**config.mk**
```make
export PLATFORM = sky130hd
export DESIGN_NAME = first_fit_aligned_allocator
export DESIGN_NICKNAME = d
export VERILOG_FILES = /design/src/design/ffa_pkg.sv /design/src/design/ffa_ext_tbl.sv /design/src/design/ffa_live_tbl.sv /design/src/design/ffa_ctrl.sv /design/src/design/first_fit_aligned_allocator.sv
export SDC_FILE = /design/constraint.sdc
export NUM_CORES = 2
export LEC_CHECK = 0
export BUFFER_PORTS_ARGS = -buffer_cell sky130_fd_sc_hd__buf_4
export CAP_MARGIN = 20
export CORE_UTILIZATION = 55
export CTS_BUF_LIST = sky130_fd_sc_hd__clkbuf_2 sky130_fd_sc_hd__clkbuf_4 sky130_fd_sc_hd__clkbuf_8
export CTS_CLUSTER_DIAMETER = 60
export CTS_CLUSTER_SIZE = 24
export DETAILED_ROUTE_END_ITERATION = 7
export HOLD_SLACK_MARGIN = 0.12
export PLACE_DENSITY = 0.74
export SLEW_MARGIN = 20
export SYNTH_ARGS = -nofsm -noshare
export SYNTH_HDL_FRONTEND = slang
export SYNTH_SLANG_ARGS = --single-unit
export TNS_END_PERCENT = 30
```
**constraint.sdc**
```tcl
create_clock -name clk -period 10.4 [get_ports clk]
set_clock_uncertainty 0.05 [all_clocks]
set_input_delay 1.56 -clock clk [delete_from_list [all_inputs] [get_ports clk]]
set_output_delay 1.56 -clock clk [all_outputs]
set_load 0.005 [all_outputs]
```
**src/design/ffa_pkg.sv**
```systemverilog
// Shared types, codes and helpers for the first-fit aligned allocator.
`default_nettype none
package ffa_pkg;

  localparam int HEADER_BYTES_DEF     = 16;
  localparam int MAX_FREE_EXTENTS_DEF = 16;
  localparam int MAX_LIVE_ALLOCS_DEF  = 16;

  typedef enum logic [1:0] {
    ST_OK      = 2'd0,
    ST_NOFIT   = 2'd1,
    ST_FULL    = 2'd2,
    ST_UNKNOWN = 2'd3
  } status_t;

  typedef enum logic {
    OP_ALLOC = 1'b0,
    OP_FREE  = 1'b1
  } opcode_t;

  typedef enum logic {
    REG_HEAP_BASE = 1'b0,
    REG_HEAP_SIZE = 1'b1
  } cfg_reg_t;

  typedef enum logic [3:0] {
    S_IDLE,
    S_LSCAN,
    S_ASCAN_A,
    S_ASCAN_B,
    S_SHDN,
    S_SPLIT2,
    S_SHUP,
    S_LFIND,
    S_FPOS,
    S_FCNT,
    S_FMRG,
    S_FLAST,
    S_DONE
  } state_t;

  // Round an alignment down to its highest set bit; zero counts as one.
  function automatic logic [12:0] pow2_floor(input logic [12:0] a);
    logic [12:0] p;
    p = 13'd1;
    for (int i = 0; i < 13; i++) begin
      if (a[i]) p = 13'(1) << i;
    end
    return p;
  endfunction

endpackage
`default_nettype wire

```
**src/design/ffa_ext_tbl.sv**
```systemverilog
// Free extent table: base and length per entry, one read and one write port.
`default_nettype none
module ffa_ext_tbl
  import ffa_pkg::*;
#(
  parameter int MAX_FREE_EXTENTS = MAX_FREE_EXTENTS_DEF,
  localparam int EI = $clog2(MAX_FREE_EXTENTS)
) (
  input  wire logic          clk,
  input  wire logic          rst_n,
  input  wire logic [EI-1:0] rd_idx,
  output logic      [31:0]   rd_base,
  output logic      [31:0]   rd_len,
  input  wire logic          we,
  input  wire logic [EI-1:0] wr_idx,
  input  wire logic [31:0]   wr_base,
  input  wire logic [31:0]   wr_len
);

  logic [31:0] base_r [MAX_FREE_EXTENTS];
  logic [31:0] len_r  [MAX_FREE_EXTENTS];

  // Write one entry; reset leaves an empty heap at address zero
  always_ff @(posedge clk) begin
    if (!rst_n) begin
      for (int i = 0; i < MAX_FREE_EXTENTS; i++) begin
        base_r[i] <= '0;
        len_r[i]  <= '0;
      end
    end else if (we) begin
      base_r[wr_idx] <= wr_base;
      len_r[wr_idx]  <= wr_len;
    end
  end

  assign rd_base = base_r[rd_idx];
  assign rd_len  = len_r[rd_idx];

endmodule
`default_nettype wire

```
**src/design/ffa_live_tbl.sv**
```systemverilog
// Live allocation table: valid flag, granted address and size per slot.
`default_nettype none
module ffa_live_tbl
  import ffa_pkg::*;
#(
  parameter int MAX_LIVE_ALLOCS = MAX_LIVE_ALLOCS_DEF,
  localparam int LI = (MAX_LIVE_ALLOCS > 1) ? $clog2(MAX_LIVE_ALLOCS) : 1
) (
  input  wire logic          clk,
  input  wire logic          rst_n,
  input  wire logic [LI-1:0] rd_idx,
  output logic               rd_valid,
  output logic      [31:0]   rd_addr,
  output logic      [31:0]   rd_len,
  input  wire logic          set,
  input  wire logic          clr,
  input  wire logic          clr_all,
  input  wire logic [LI-1:0] wr_idx,
  input  wire logic [31:0]   wr_addr,
  input  wire logic [31:0]   wr_len
);

  logic        valid_r [MAX_LIVE_ALLOCS];
  logic [31:0] addr_r  [MAX_LIVE_ALLOCS];
  logic [31:0] len_r   [MAX_LIVE_ALLOCS];

  // Track which slots hold a live grant
  always_ff @(posedge clk) begin
    if (!rst_n || clr_all) begin
      for (int i = 0; i < MAX_LIVE_ALLOCS; i++) valid_r[i] <= 1'b0;
    end else if (set) begin
      valid_r[wr_idx] <= 1'b1;
    end else if (clr) begin
      valid_r[wr_idx] <= 1'b0;
    end
  end

  // Record address and size of a new grant
  always_ff @(posedge clk) begin
    if (set) begin
      addr_r[wr_idx] <= wr_addr;
      len_r[wr_idx]  <= wr_len;
    end
  end

  assign rd_valid = valid_r[rd_idx];
  assign rd_addr  = addr_r[rd_idx];
  assign rd_len   = len_r[rd_idx];

endmodule
`default_nettype wire

```
**src/design/ffa_ctrl.sv**
```systemverilog
// Sequencer and shared datapath: scans, shifts and merges the tables.
`default_nettype none
module ffa_ctrl
  import ffa_pkg::*;
#(
  parameter int HEADER_BYTES     = HEADER_BYTES_DEF,
  parameter int MAX_FREE_EXTENTS = MAX_FREE_EXTENTS_DEF,
  parameter int MAX_LIVE_ALLOCS  = MAX_LIVE_ALLOCS_DEF,
  localparam int EI = $clog2(MAX_FREE_EXTENTS),
  localparam int LI = (MAX_LIVE_ALLOCS > 1) ? $clog2(MAX_LIVE_ALLOCS) : 1
) (
  input  wire logic          clk,
  input  wire logic          rst_n,
  // request and result handshakes
  input  wire logic          in_tvalid,
  output logic               in_tready,
  input  wire logic          in_op,
  input  wire logic [31:0]   in_req,
  input  wire logic [12:0]   in_align,
  input  wire logic [31:0]   in_rel,
  output logic               out_tvalid,
  input  wire logic          out_tready,
  output logic      [31:0]   out_addr,
  output logic      [1:0]    out_status,
  // configuration
  input  wire logic          cfg_valid,
  output logic               cfg_ready,
  input  wire logic          cfg_index,
  input  wire logic [31:0]   cfg_data,
  // extent table
  output logic      [EI-1:0] e_rd_idx,
  input  wire logic [31:0]   e_base,
  input  wire logic [31:0]   e_len,
  output logic               e_we,
  output logic      [EI-1:0] e_wr_idx,
  output logic      [31:0]   e_wr_base,
  output logic      [31:0]   e_wr_len,
  // live table
  output logic      [LI-1:0] l_rd_idx,
  input  wire logic          l_valid,
  input  wire logic [31:0]   l_addr,
  input  wire logic [31:0]   l_len,
  output logic               l_set,
  output logic               l_clr,
  output logic               l_clr_all,
  output logic      [LI-1:0] l_wr_idx,
  output logic      [31:0]   l_wr_addr,
  output logic      [31:0]   l_wr_len
);

  localparam int CW = $clog2(MAX_FREE_EXTENTS + 1);
  localparam int SW = $clog2(MAX_FREE_EXTENTS + 2);

  state_t        state_r, state_nxt;
  logic          op_r, op_nxt;
  logic [31:0]   req_r, req_nxt;
  logic [12:0]   alp_r, alp_nxt;
  logic [31:0]   rel_r, rel_nxt;
  logic [SW-1:0] idx_r, idx_nxt;
  logic [LI-1:0] lidx_r, lidx_nxt;
  logic [LI-1:0] slot_r, slot_nxt;
  logic          slot_ok_r, slot_ok_nxt;
  logic [EI-1:0] hit_r, hit_nxt;
  logic [CW-1:0] cnt_r, cnt_nxt;
  logic [SW-1:0] m_r, m_nxt;
  logic [SW-1:0] pos_r, pos_nxt;
  logic [33:0]   al_r, al_nxt;
  logic [32:0]   end_r, end_nxt;
  logic [31:0]   base_r, base_nxt;
  logic [31:0]   top_r, top_nxt;
  logic [31:0]   tl_r, tl_nxt;
  logic [31:0]   gl_r, gl_nxt;
  logic [31:0]   rb_r, rb_nxt;
  logic [32:0]   rl_r, rl_nxt;
  logic [31:0]   accb_r, accb_nxt;
  logic [41:0]   accl_r, accl_nxt;
  logic          ovalid_r, ovalid_nxt;
  logic [31:0]   oaddr_r, oaddr_nxt;
  logic [1:0]    ost_r, ost_nxt;
  logic [31:0]   res_addr_r, res_addr_nxt;
  logic [1:0]    res_st_r, res_st_nxt;
  logic [31:0]   heap_base_r, heap_base_nxt;
  logic [31:0]   heap_size_r, heap_size_nxt;

  // Shared datapath terms
  logic [SW-1:0] cnt_s;
  logic [12:0]   alm1;
  logic [33:0]   al_c;
  logic [32:0]   end_c;
  logic [34:0]   top_c;
  logic [33:0]   hdr_c;
  logic [34:0]   tail_c;
  logic [33:0]   gap_c;
  logic          fit, has_tail, has_gap;
  logic [31:0]   mb;
  logic [32:0]   ml;
  logic [41:0]   msum;
  logic          touch, last;
  logic [SW-1:0] mnx;

  assign cnt_s    = SW'(cnt_r);
  assign alm1     = alp_r - 13'd1;
  assign al_c     = ({2'b0, e_base} + 34'(HEADER_BYTES) + {21'b0, alm1}) & ~{21'b0, alm1};
  assign end_c    = {1'b0, e_base} + {1'b0, e_len};
  assign top_c    = {1'b0, al_r} + {3'b0, req_r};
  assign hdr_c    = al_r - 34'(HEADER_BYTES);
  assign tail_c   = {2'b0, end_r} - top_c;
  assign gap_c    = hdr_c - {2'b0, base_r};
  assign fit      = (top_c <= 35'h0_FFFF_FFFF) && (top_c <= {2'b0, end_r});
  assign has_tail = top_c < {2'b0, end_r};
  assign has_gap  = hdr_c > {2'b0, base_r};

  // Pick the merge element: the freed region at its slot, table entries around it
  always_comb begin
    if (idx_r == pos_r) begin
      mb = rb_r;
      ml = rl_r;
    end else begin
      mb = e_base;
      ml = {1'b0, e_len};
    end
  end

  assign msum  = {10'b0, accb_r} + accl_r;
  assign touch = msum == {10'b0, mb};
  assign last  = idx_r == cnt_s;
  // Group count including the current element; the first element opens group one
  assign mnx   = (idx_r == '0) ? SW'(1) : (!touch ? SW'(m_r + SW'(1)) : m_r);

  // Hold all state; clear control on reset
  always_ff @(posedge clk) begin
    if (!rst_n) begin
      state_r     <= S_IDLE;
      cnt_r       <= CW'(1);
      ovalid_r    <= 1'b0;
      heap_base_r <= '0;
      heap_size_r <= '0;
    end else begin
      state_r     <= state_nxt;
      cnt_r       <= cnt_nxt;
      ovalid_r    <= ovalid_nxt;
      heap_base_r <= heap_base_nxt;
      heap_size_r <= heap_size_nxt;
    end
  end

  always_ff @(posedge clk) begin
    op_r       <= op_nxt;
    req_r      <= req_nxt;
    alp_r      <= alp_nxt;
    rel_r      <= rel_nxt;
    idx_r      <= idx_nxt;
    lidx_r     <= lidx_nxt;
    slot_r     <= slot_nxt;
    slot_ok_r  <= slot_ok_nxt;
    hit_r      <= hit_nxt;
    m_r        <= m_nxt;
    pos_r      <= pos_nxt;
    al_r       <= al_nxt;
    end_r      <= end_nxt;
    base_r     <= base_nxt;
    top_r      <= top_nxt;
    tl_r       <= tl_nxt;
    gl_r       <= gl_nxt;
    rb_r       <= rb_nxt;
    rl_r       <= rl_nxt;
    accb_r     <= accb_nxt;
    accl_r     <= accl_nxt;
    oaddr_r    <= oaddr_nxt;
    ost_r      <= ost_nxt;
    res_addr_r <= res_addr_nxt;
    res_st_r   <= res_st_nxt;
  end

  // Sequencer: next state, table ports and result
  always_comb begin
    state_nxt     = state_r;
    op_nxt        = op_r;
    req_nxt       = req_r;
    alp_nxt       = alp_r;
    rel_nxt       = rel_r;
    idx_nxt       = idx_r;
    lidx_nxt      = lidx_r;
    slot_nxt      = slot_r;
    slot_ok_nxt   = slot_ok_r;
    hit_nxt       = hit_r;
    cnt_nxt       = cnt_r;
    m_nxt         = m_r;
    pos_nxt       = pos_r;
    al_nxt        = al_r;
    end_nxt       = end_r;
    base_nxt      = base_r;
    top_nxt       = top_r;
    tl_nxt        = tl_r;
    gl_nxt        = gl_r;
    rb_nxt        = rb_r;
    rl_nxt        = rl_r;
    accb_nxt      = accb_r;
    accl_nxt      = accl_r;
    ovalid_nxt    = ovalid_r;
    oaddr_nxt     = oaddr_r;
    ost_nxt       = ost_r;
    res_addr_nxt  = res_addr_r;
    res_st_nxt    = res_st_r;
    heap_base_nxt = heap_base_r;
    heap_size_nxt = heap_size_r;

    in_tready = 1'b0;
    cfg_ready = 1'b0;
    e_rd_idx  = idx_r[EI-1:0];
    e_we      = 1'b0;
    e_wr_idx  = idx_r[EI-1:0];
    e_wr_base = e_base;
    e_wr_len  = e_len;
    l_rd_idx  = lidx_r;
    l_set     = 1'b0;
    l_clr     = 1'b0;
    l_clr_all = 1'b0;
    l_wr_idx  = slot_r;
    l_wr_addr = al_r[31:0];
    l_wr_len  = req_r;

    // Drain the output register
    if (ovalid_r && out_tready) ovalid_nxt = 1'b0;

    unique case (state_r)
      S_IDLE: begin
        // A register write takes the cycle; hold off requests meanwhile
        in_tready = !cfg_valid;
        cfg_ready = 1'b1;
        if (cfg_valid) begin
          // Restart the heap as one extent
          unique case (cfg_reg_t'(cfg_index))
            REG_HEAP_BASE: heap_base_nxt = cfg_data;
            REG_HEAP_SIZE: heap_size_nxt = cfg_data;
            default: ;
          endcase
          e_we      = 1'b1;
          e_wr_idx  = '0;
          e_wr_base = (cfg_reg_t'(cfg_index) == REG_HEAP_BASE) ? cfg_data : heap_base_r;
          e_wr_len  = (cfg_reg_t'(cfg_index) == REG_HEAP_SIZE) ? cfg_data : heap_size_r;
          cnt_nxt   = CW'(1);
          l_clr_all = 1'b1;
        end else if (in_tvalid) begin
          op_nxt   = in_op;
          req_nxt  = in_req;
          alp_nxt  = pow2_floor(in_align);
          rel_nxt  = in_rel;
          lidx_nxt = '0;
          idx_nxt  = '0;
          state_nxt = (opcode_t'(in_op) == OP_ALLOC) ? S_LSCAN : S_LFIND;
        end
      end

      // Find the first free live slot
      S_LSCAN: begin
        if (!l_valid) begin
          slot_nxt    = lidx_r;
          slot_ok_nxt = 1'b1;
          state_nxt   = S_ASCAN_A;
        end else if (lidx_r == LI'(MAX_LIVE_ALLOCS - 1)) begin
          slot_ok_nxt = 1'b0;
          state_nxt   = S_ASCAN_A;
        end else begin
          lidx_nxt = lidx_r + LI'(1);
        end
      end

      // Align the address past the header of one extent; report no fit once every extent is tried
      S_ASCAN_A: begin
        if (idx_r >= cnt_s) begin
          res_addr_nxt = '0;
          res_st_nxt   = ST_NOFIT;
          state_nxt    = S_DONE;
        end else begin
          al_nxt    = al_c;
          end_nxt   = end_c;
          base_nxt  = e_base;
          state_nxt = S_ASCAN_B;
        end
      end

      // Check the fit and pick the table update
      S_ASCAN_B: begin
        top_nxt = top_c[31:0];
        tl_nxt  = tail_c[31:0];
        gl_nxt  = gap_c[31:0];
        hit_nxt = idx_r[EI-1:0];
        if (!fit) begin
          idx_nxt   = idx_r + SW'(1);
          state_nxt = S_ASCAN_A;
        end else if (!slot_ok_r) begin
          res_addr_nxt = '0;
          res_st_nxt   = ST_FULL;
          state_nxt    = S_DONE;
        end else if (has_tail && has_gap) begin
          if (cnt_r >= CW'(MAX_FREE_EXTENTS)) begin
            res_addr_nxt = '0;
            res_st_nxt   = ST_FULL;
            state_nxt    = S_DONE;
          end else begin
            idx_nxt   = cnt_s;
            state_nxt = S_SHDN;
          end
        end else if (has_tail) begin
          e_we      = 1'b1;
          e_wr_base = top_c[31:0];
          e_wr_len  = tail_c[31:0];
          l_set        = 1'b1;
          res_addr_nxt = al_r[31:0];
          res_st_nxt   = ST_OK;
          state_nxt    = S_DONE;
        end else if (has_gap) begin
          e_we      = 1'b1;
          e_wr_base = base_r;
          e_wr_len  = gap_c[31:0];
          l_set        = 1'b1;
          res_addr_nxt = al_r[31:0];
          res_st_nxt   = ST_OK;
          state_nxt    = S_DONE;
        end else begin
          state_nxt = S_SHUP;
        end
      end

      // Open a slot after the split extent, one entry a cycle
      S_SHDN: begin
        e_we = 1'b1;
        if (idx_r == SW'({1'b0, hit_r}) + SW'(1)) begin
          e_wr_base = top_r;
          e_wr_len  = tl_r;
          state_nxt = S_SPLIT2;
        end else begin
          e_rd_idx = EI'(idx_r - SW'(1));
          idx_nxt  = idx_r - SW'(1);
        end
      end

      S_SPLIT2: begin
        e_we         = 1'b1;
        e_wr_idx     = hit_r;
        e_wr_base    = base_r;
        e_wr_len     = gl_r;
        cnt_nxt      = cnt_r + CW'(1);
        l_set        = 1'b1;
        res_addr_nxt = al_r[31:0];
        res_st_nxt   = ST_OK;
        state_nxt    = S_DONE;
      end

      // Close the gap left by a used-up extent
      S_SHUP: begin
        if (idx_r + SW'(1) < cnt_s) begin
          e_rd_idx = EI'(idx_r + SW'(1));
          e_we     = 1'b1;
          idx_nxt  = idx_r + SW'(1);
        end else begin
          cnt_nxt      = cnt_r - CW'(1);
          l_set        = 1'b1;
          res_addr_nxt = al_r[31:0];
          res_st_nxt   = ST_OK;
          state_nxt    = S_DONE;
        end
      end

      // Look up the live grant being freed
      S_LFIND: begin
        if (l_valid && l_addr == rel_r) begin
          slot_nxt  = lidx_r;
          rb_nxt    = rel_r - 32'(HEADER_BYTES);
          rl_nxt    = {1'b0, l_len} + 33'(HEADER_BYTES);
          idx_nxt   = '0;
          state_nxt = S_FPOS;
        end else if (lidx_r == LI'(MAX_LIVE_ALLOCS - 1)) begin
          res_addr_nxt = '0;
          res_st_nxt   = ST_UNKNOWN;
          state_nxt    = S_DONE;
        end else begin
          lidx_nxt = lidx_r + LI'(1);
        end
      end

      // Find the insert position in address order
      S_FPOS: begin
        if (idx_r >= cnt_s) begin
          pos_nxt   = cnt_s;
          idx_nxt   = '0;
          state_nxt = S_FCNT;
        end else if (e_base > rb_r) begin
          pos_nxt   = idx_r;
          idx_nxt   = '0;
          state_nxt = S_FCNT;
        end else begin
          idx_nxt = idx_r + SW'(1);
        end
      end

      // Count extents after merging, no writes
      S_FCNT: begin
        if (idx_r > pos_r) e_rd_idx = EI'(idx_r - SW'(1));
        m_nxt = (idx_r == '0) ? SW'(1) : mnx;
        if (idx_r == '0 || !touch) begin
          accb_nxt = mb;
          accl_nxt = {9'b0, ml};
        end else begin
          accl_nxt = accl_r + {9'b0, ml};
        end
        if (last) begin
          if (mnx > SW'(MAX_FREE_EXTENTS)) begin
            res_addr_nxt = '0;
            res_st_nxt   = ST_FULL;
            state_nxt    = S_DONE;
          end else begin
            idx_nxt   = '0;
            state_nxt = S_FMRG;
          end
        end else begin
          idx_nxt = idx_r + SW'(1);
        end
      end

      // Merge pass: write each closed group in place
      S_FMRG: begin
        if (idx_r > pos_r) e_rd_idx = EI'(idx_r - SW'(1));
        m_nxt = (idx_r == '0) ? SW'(1) : mnx;
        if (idx_r == '0 || !touch) begin
          accb_nxt = mb;
          accl_nxt = {9'b0, ml};
        end else begin
          accl_nxt = accl_r + {9'b0, ml};
        end
        if (idx_r != '0 && !touch) begin
          e_we      = 1'b1;
          e_wr_idx  = EI'(m_r - SW'(1));
          e_wr_base = accb_r;
          e_wr_len  = accl_r[31:0];
        end
        if (last) state_nxt = S_FLAST;
        else idx_nxt = idx_r + SW'(1);
      end

      S_FLAST: begin
        e_we         = 1'b1;
        e_wr_idx     = EI'(m_r - SW'(1));
        e_wr_base    = accb_r;
        e_wr_len     = accl_r[31:0];
        cnt_nxt      = CW'(m_r);
        l_clr        = 1'b1;
        res_addr_nxt = '0;
        res_st_nxt   = ST_OK;
        state_nxt    = S_DONE;
      end

      // Hand the result to the output register once it is free
      S_DONE: begin
        if (!ovalid_r || out_tready) begin
          ovalid_nxt = 1'b1;
          oaddr_nxt  = res_addr_r;
          ost_nxt    = res_st_r;
          state_nxt  = S_IDLE;
        end
      end

      default: state_nxt = S_IDLE;
    endcase
  end

  assign out_tvalid = ovalid_r;
  assign out_addr   = oaddr_r;
  assign out_status = ost_r;

endmodule
`default_nettype wire

```
**src/design/first_fit_aligned_allocator.sv**
```systemverilog
// Top level of the first-fit aligned heap allocator.
//
//   channel  dir  handshake              payload
//   in_      in   in_tvalid/in_tready    tuser: opcode; tdata: request, align, release
//   out_     out  out_tvalid/out_tready  tdata: granted address, status
//   cfg_     in   cfg_valid/cfg_ready    cfg_index, cfg_data
//
// One request at a time through one shared sequencer and datapath.
// Allocate: a scan of the live table for a free slot, a fit check per extent
// tried, then a shift of the extent table where needed. Free: a lookup of the
// grant in the live table, a search for the insert position, then a counting
// pass and a writing pass to merge touching extents. A register write holds
// off requests while it is presented.
// Reset is synchronous: an empty heap at address zero, no live grants.
// A finished result waits in the output register; the next request may be
// accepted while it is held.
`default_nettype none
module first_fit_aligned_allocator
  import ffa_pkg::*;
#(
  parameter int HEADER_BYTES     = HEADER_BYTES_DEF,
  parameter int MAX_FREE_EXTENTS = MAX_FREE_EXTENTS_DEF,
  parameter int MAX_LIVE_ALLOCS  = MAX_LIVE_ALLOCS_DEF
) (
  input  wire logic        clk,
  input  wire logic        rst_n,
  input  wire logic        in_tvalid,
  output logic             in_tready,
  input  wire logic [79:0] in_tdata,   // request_bytes[31:0], align_bytes[44:32],
                                       // release_address[76:45], zero pad
  input  wire logic        in_tuser,   // opcode
  output logic             out_tvalid,
  input  wire logic        out_tready,
  output logic      [39:0] out_tdata,  // granted_address[31:0], status[33:32], zero pad
  input  wire logic        cfg_valid,
  output logic             cfg_ready,
  input  wire logic        cfg_index,
  input  wire logic [31:0] cfg_data
);

  localparam int EI = $clog2(MAX_FREE_EXTENTS);
  localparam int LI = (MAX_LIVE_ALLOCS > 1) ? $clog2(MAX_LIVE_ALLOCS) : 1;

  logic [EI-1:0] e_rd_idx, e_wr_idx;
  logic [31:0]   e_base, e_len, e_wr_base, e_wr_len;
  logic          e_we;
  logic [LI-1:0] l_rd_idx, l_wr_idx;
  logic          l_valid, l_set, l_clr, l_clr_all;
  logic [31:0]   l_addr, l_len, l_wr_addr, l_wr_len;
  logic [31:0]   out_addr;
  logic [1:0]    out_status;

  ffa_ctrl #(
    .HEADER_BYTES     (HEADER_BYTES),
    .MAX_FREE_EXTENTS (MAX_FREE_EXTENTS),
    .MAX_LIVE_ALLOCS  (MAX_LIVE_ALLOCS)
  ) u_ctrl (
    .clk        (clk),
    .rst_n      (rst_n),
    .in_tvalid  (in_tvalid),
    .in_tready  (in_tready),
    .in_op      (in_tuser),
    .in_req     (in_tdata[31:0]),
    .in_align   (in_tdata[44:32]),
    .in_rel     (in_tdata[76:45]),
    .out_tvalid (out_tvalid),
    .out_tready (out_tready),
    .out_addr   (out_addr),
    .out_status (out_status),
    .cfg_valid  (cfg_valid),
    .cfg_ready  (cfg_ready),
    .cfg_index  (cfg_index),
    .cfg_data   (cfg_data),
    .e_rd_idx   (e_rd_idx),
    .e_base     (e_base),
    .e_len      (e_len),
    .e_we       (e_we),
    .e_wr_idx   (e_wr_idx),
    .e_wr_base  (e_wr_base),
    .e_wr_len   (e_wr_len),
    .l_rd_idx   (l_rd_idx),
    .l_valid    (l_valid),
    .l_addr     (l_addr),
    .l_len      (l_len),
    .l_set      (l_set),
    .l_clr      (l_clr),
    .l_clr_all  (l_clr_all),
    .l_wr_idx   (l_wr_idx),
    .l_wr_addr  (l_wr_addr),
    .l_wr_len   (l_wr_len)
  );

  ffa_ext_tbl #(
    .MAX_FREE_EXTENTS (MAX_FREE_EXTENTS)
  ) u_ext (
    .clk     (clk),
    .rst_n   (rst_n),
    .rd_idx  (e_rd_idx),
    .rd_base (e_base),
    .rd_len  (e_len),
    .we      (e_we),
    .wr_idx  (e_wr_idx),
    .wr_base (e_wr_base),
    .wr_len  (e_wr_len)
  );

  ffa_live_tbl #(
    .MAX_LIVE_ALLOCS (MAX_LIVE_ALLOCS)
  ) u_live (
    .clk      (clk),
    .rst_n    (rst_n),
    .rd_idx   (l_rd_idx),
    .rd_valid (l_valid),
    .rd_addr  (l_addr),
    .rd_len   (l_len),
    .set      (l_set),
    .clr      (l_clr),
    .clr_all  (l_clr_all),
    .wr_idx   (l_wr_idx),
    .wr_addr  (l_wr_addr),
    .wr_len   (l_wr_len)
  );

  // Pack the result beat
  assign out_tdata = {6'b0, out_status, out_addr};

endmodule
`default_nettype wire

```
==> flow_results.org <==
** Layout
- Leaving out fill and tap cells, the most frequent cell in the layout is edfxtp_1.
- Excluding fillers, the count of instances in the completed layout stands at 12775.
- Final std cell area, no fill :: 139100 sq um
- Cells with a size suffix above 1 make up 16.29% of the layout.
- P&R area growth vs syn :: 8.479%
- Leading cell types in the layout, fill and taps excluded :: edfxtp_1 (2571), nor2_1 (971), nand2_1 (734)
- At the end of the flow, the number of nets in the layout was 10031.

** GRT
- First-pass GRT wire length :: 588600 um
- The number of antenna violations at the first check in global routing is 20.
- Global router's overall resource usage :: 35.06%
- Vias in the first global route :: 83097
- Global routing finished with a remaining overflow of 0.
- Entering global routing, the biggest net connects 116 pins.

** Die
- In this run the standard cell core region covers 230800 sq um.
- Horizontal die dimension :: 484.8 um
- Initial Utilization :: 55.55%
- The die is 484.8 um tall.
- Site Rows :: 176
- 162 I/O pins were placed.
- Floorplan die area :: 235000 sq um

** Clocking
- Hold Buf Count CTS :: 0
- For the worst-skew pair, the clock arrives at the later sink with an insertion delay of 1070 ps.
- Inserted Clock Buffers :: 179
- The tree is rooted in a clkbuf_8.
- Clock Sink Count :: 2649
- In this run the number of H-tree levels came out at 4.
- Buffers inserted by post-CTS timing repair :: 0
- After clock tree synthesis, the clock-pin slew on the worst setup and hold paths is 140 ps.
- Gates resized, CTS repair :: 0
- TritonCTS clock tree :: built
- The clock passes through at most 3 buffers.

** Drt
- In the detailed route, the total length drawn on met2 is 190500 um.
- The routed layout has 86442 vias.
- First-pass iteration count of the detailed router :: 6
- After detailed routing, the total wire length is 417100 um.
- After detailed routing, the average wire length per cell comes to 32.65 um.
- WL met3 :: 50800 um
- Detailed-route vias per instance :: 6.766
- After detailed routing, the wire length on met1 is 151400 um.
- The detailed router finished its first iteration with 13826 violations.
- Post-DRT Antenna Nets :: 0
- Signal routing reaches up to met5.
- After detailed routing, the number of remaining DRC violations is 0.

** Worst setup path
- Top Family by Delay on Critical Path :: simple AND/OR/NAND/NOR gates
- In this run the number of cells on the critical path is 24.
- Across all register-to-register paths, the minimum setup slack is 570 ps.
- On the critical path, the stage with the largest delay is an instance of o2bb2ai_1.
- STA classifies the critical path endpoint as a flop.
- The critical path starts at u_ctrl.idx_r[1].
- In this design, the stage delay of the slowest critical-path cell is 820 ps.
- Sort of element at the start of the critical path :: flop
- The most critical setup path has its endpoint at u_ext.base_r[12][9].
- Critical path buffers and inverters :: 4
- Crit path kind :: reg -> reg
- At the worst endpoint, the arrival time is 10490 ps.
- Critical Path Fanout Max :: 82
- By instance count, the cell type seen most on the critical path is buf_12.
- In this run the critical register-to-register path is captured at u_ext.base_r[12][9].
- Traced cell by cell, the critical path runs through inv_1 -> ha_1 -> ha_1 -> nor2b_1 -> o211a_1 -> nor4_1 -> o21a_2 -> nand3_4 -> nand2_8 -> buf_12 -> buf_12 -> mux4_2 -> a22oi_1 -> nand2_1 -> xnor2_1 -> nand4_1 -> a2111oi_0 -> o2111ai_1 -> nor3_4 -> a31oi_1 -> o2bb2ai_1 -> nand4_1 -> nand2_4 -> buf_12.
- Critical Path RT :: 11050 ps
- The startpoint identified for the worst register-to-register timing path is u_ctrl.idx_r[1].
- Cells on worst reg2reg path :: 24

** Power and ir drop
- IR Drop Worst-Case VDD :: 0.2989 mV
- In this run the power density over the cells is 357.9 nW/um^2.
- Leakage power total :: 48.26 nW

** Synth
- Distinct cell type count after synthesis :: 119
- Proportion of register bits with asynchronous set or reset after synthesis :: 0%
- Post-synthesis sequential element count :: 2649
- Area of the mapped netlist :: 128200 sq um
- Syn Area/Cell :: 13.55 sq um
- Flip-flop cell with the highest count after synthesis :: edfxtp_1
- Post-synth EDFFs :: 2571
- Share of synthesized area occupied by flip-flops and latches :: 61.44%
- Synthesized instance count :: 9458
- YS warnings :: 0

** Placement
- Detailed placement HPWL :: 282100 um
- After detailed placement, the total cell area comes to 134800 sq um.
- I/O Buffers :: 151
- Post-placement worst setup slack :: 426.2 ps
- At the end of routability-driven placement, the weighted congestion stood at 1.032.
- Inst Count DP :: 12449

** STA
- Total count of hold-check failures in the final report :: 0
- Worst-case headroom to the max-slew limit :: 16.37%
- Dividing the final minimum period by the clock period gives 94.55%.
- Aggregate negative setup slack :: 0 ps
- Post-route setup slack :: 566.8 ps
- Unrepaired setup endpoints after global routing :: no
- Worst hold slack across all endpoints :: 380.3 ps
- For this run, the top clock speed supported by timing is 101.7 MHz.
- Setup violations remaining at the end of the flow were counted as 0.
- Slew of the pin with the lowest slew margin :: 1250 ps
- For the finished layout, the period the worst path requires is 9833 ps.
- The number of slew-limit violations in the final report is 0.

** Outcome
- Result of the run :: completed

** Min path
- Hold wc startpoint :: u_ctrl.res_addr_r[9]
- Type of the worst min-delay path :: reg -> reg
- The worst hold path was traced through 0 stages.

** Job
- Across the run, the number of max-cap violations was 0.
==> sequential cells by signal, summed over array words and instances, names as in the netlist, 33 cells and up, named ones only <==
register / cells
u_ext.base_r: 512
u_ext.len_r: 512
u_live.addr_r: 512
u_live.len_r: 512
u_ctrl.accl_r: 42
u_ctrl.al_r: 34
u_ctrl.end_r: 33
u_ctrl.rl_r: 33
==> cell families (layout without fill, tap and decap cells) <==
group,Yosys count,after routing,share of synthesized area (%)
XOR/XNOR,378,378,2.583
buffers and inverters,898,1170,3.110
other,1,20,0.002925
multiplexers,722,722,10.62
AO/OA/AOI/OAI,1561,1561,8.362
flip-flops,2649,2649,61.44
AND/OR/NAND/NOR,2942,2942,10.84
adder cells (fa/ha/maj),307,307,3.043
==> cells in the mapped netlist (all sizes together), types with 170 or more instances <==
cell type | number | share of area [%]
nand3 | 207 | 0.81
ha | 299 | 2.9
nor2b | 422 | 2.1
nor2 | 995 | 2.9
nand2 | 757 | 2.2
mux2i | 170 | 1.3
clkbuf | 276 | 0.81
a21oi | 368 | 1.5
o21ai | 325 | 1.3
edfxtp | 2571 | 60
buf | 308 | 1.4
mux4 | 506 | 8.9
inv | 313 | 0.92
xnor2 | 229 | 1.6
==> stage by stage <==
step | total power, mW | utilization [%]
2_1_floorplan | 32.67 | -
3_3_place_gp | 42.50 | 58.41
3_5_place_dp | 42.92 | 58.42
4_1_cts | 48.81 | 60.21
5_1_grt | 51.56 | 60.25
6_report | 49.77 | 60.26
==> cell type report <==
| cell class | instances | area (sq um) |
|---|---|---|
| flip-flops and latches | 2649 | 78780 |
| inverters | 314 | 1184 |
| fillers | 17388 | 91720 |
| multi-input cells | 5917 | 45980 |
| repair buffers | 544 | 5172 |
| diodes | 13 | 32.53 |
| well taps | 3026 | 3786 |
| clock inverters | 125 | 1599 |
| clock buffers | 187 | 2524 |
==> power breakdown <==
group,internal [mW],switching (mW),total (mW)
clock,2.10,3.84,5.94
sequential,13.5,0.692,14.2
combinational,10.6,19.0,29.6
==> how the worst min path moves through the flow <==
stage | end
final | u_ctrl.out_addr[9]
after global routing | u_ctrl.out_addr[9]
after CTS | u_ctrl.out_addr[9]
after detailed placement | u_ctrl.out_addr[6]
after global placement | u_ctrl.out_addr[4]
after floorplan | u_ctrl.out_addr[0]
==> layer usage <==
metal	track usage (%)	vias to the layer above
met5	0	-
met4	17.88	10
met3	7.400	1068
met2	54.48	6001
met1	46.86	43447
li1	-	35916
Note: power is estimated with default switching activity, not from simulation.
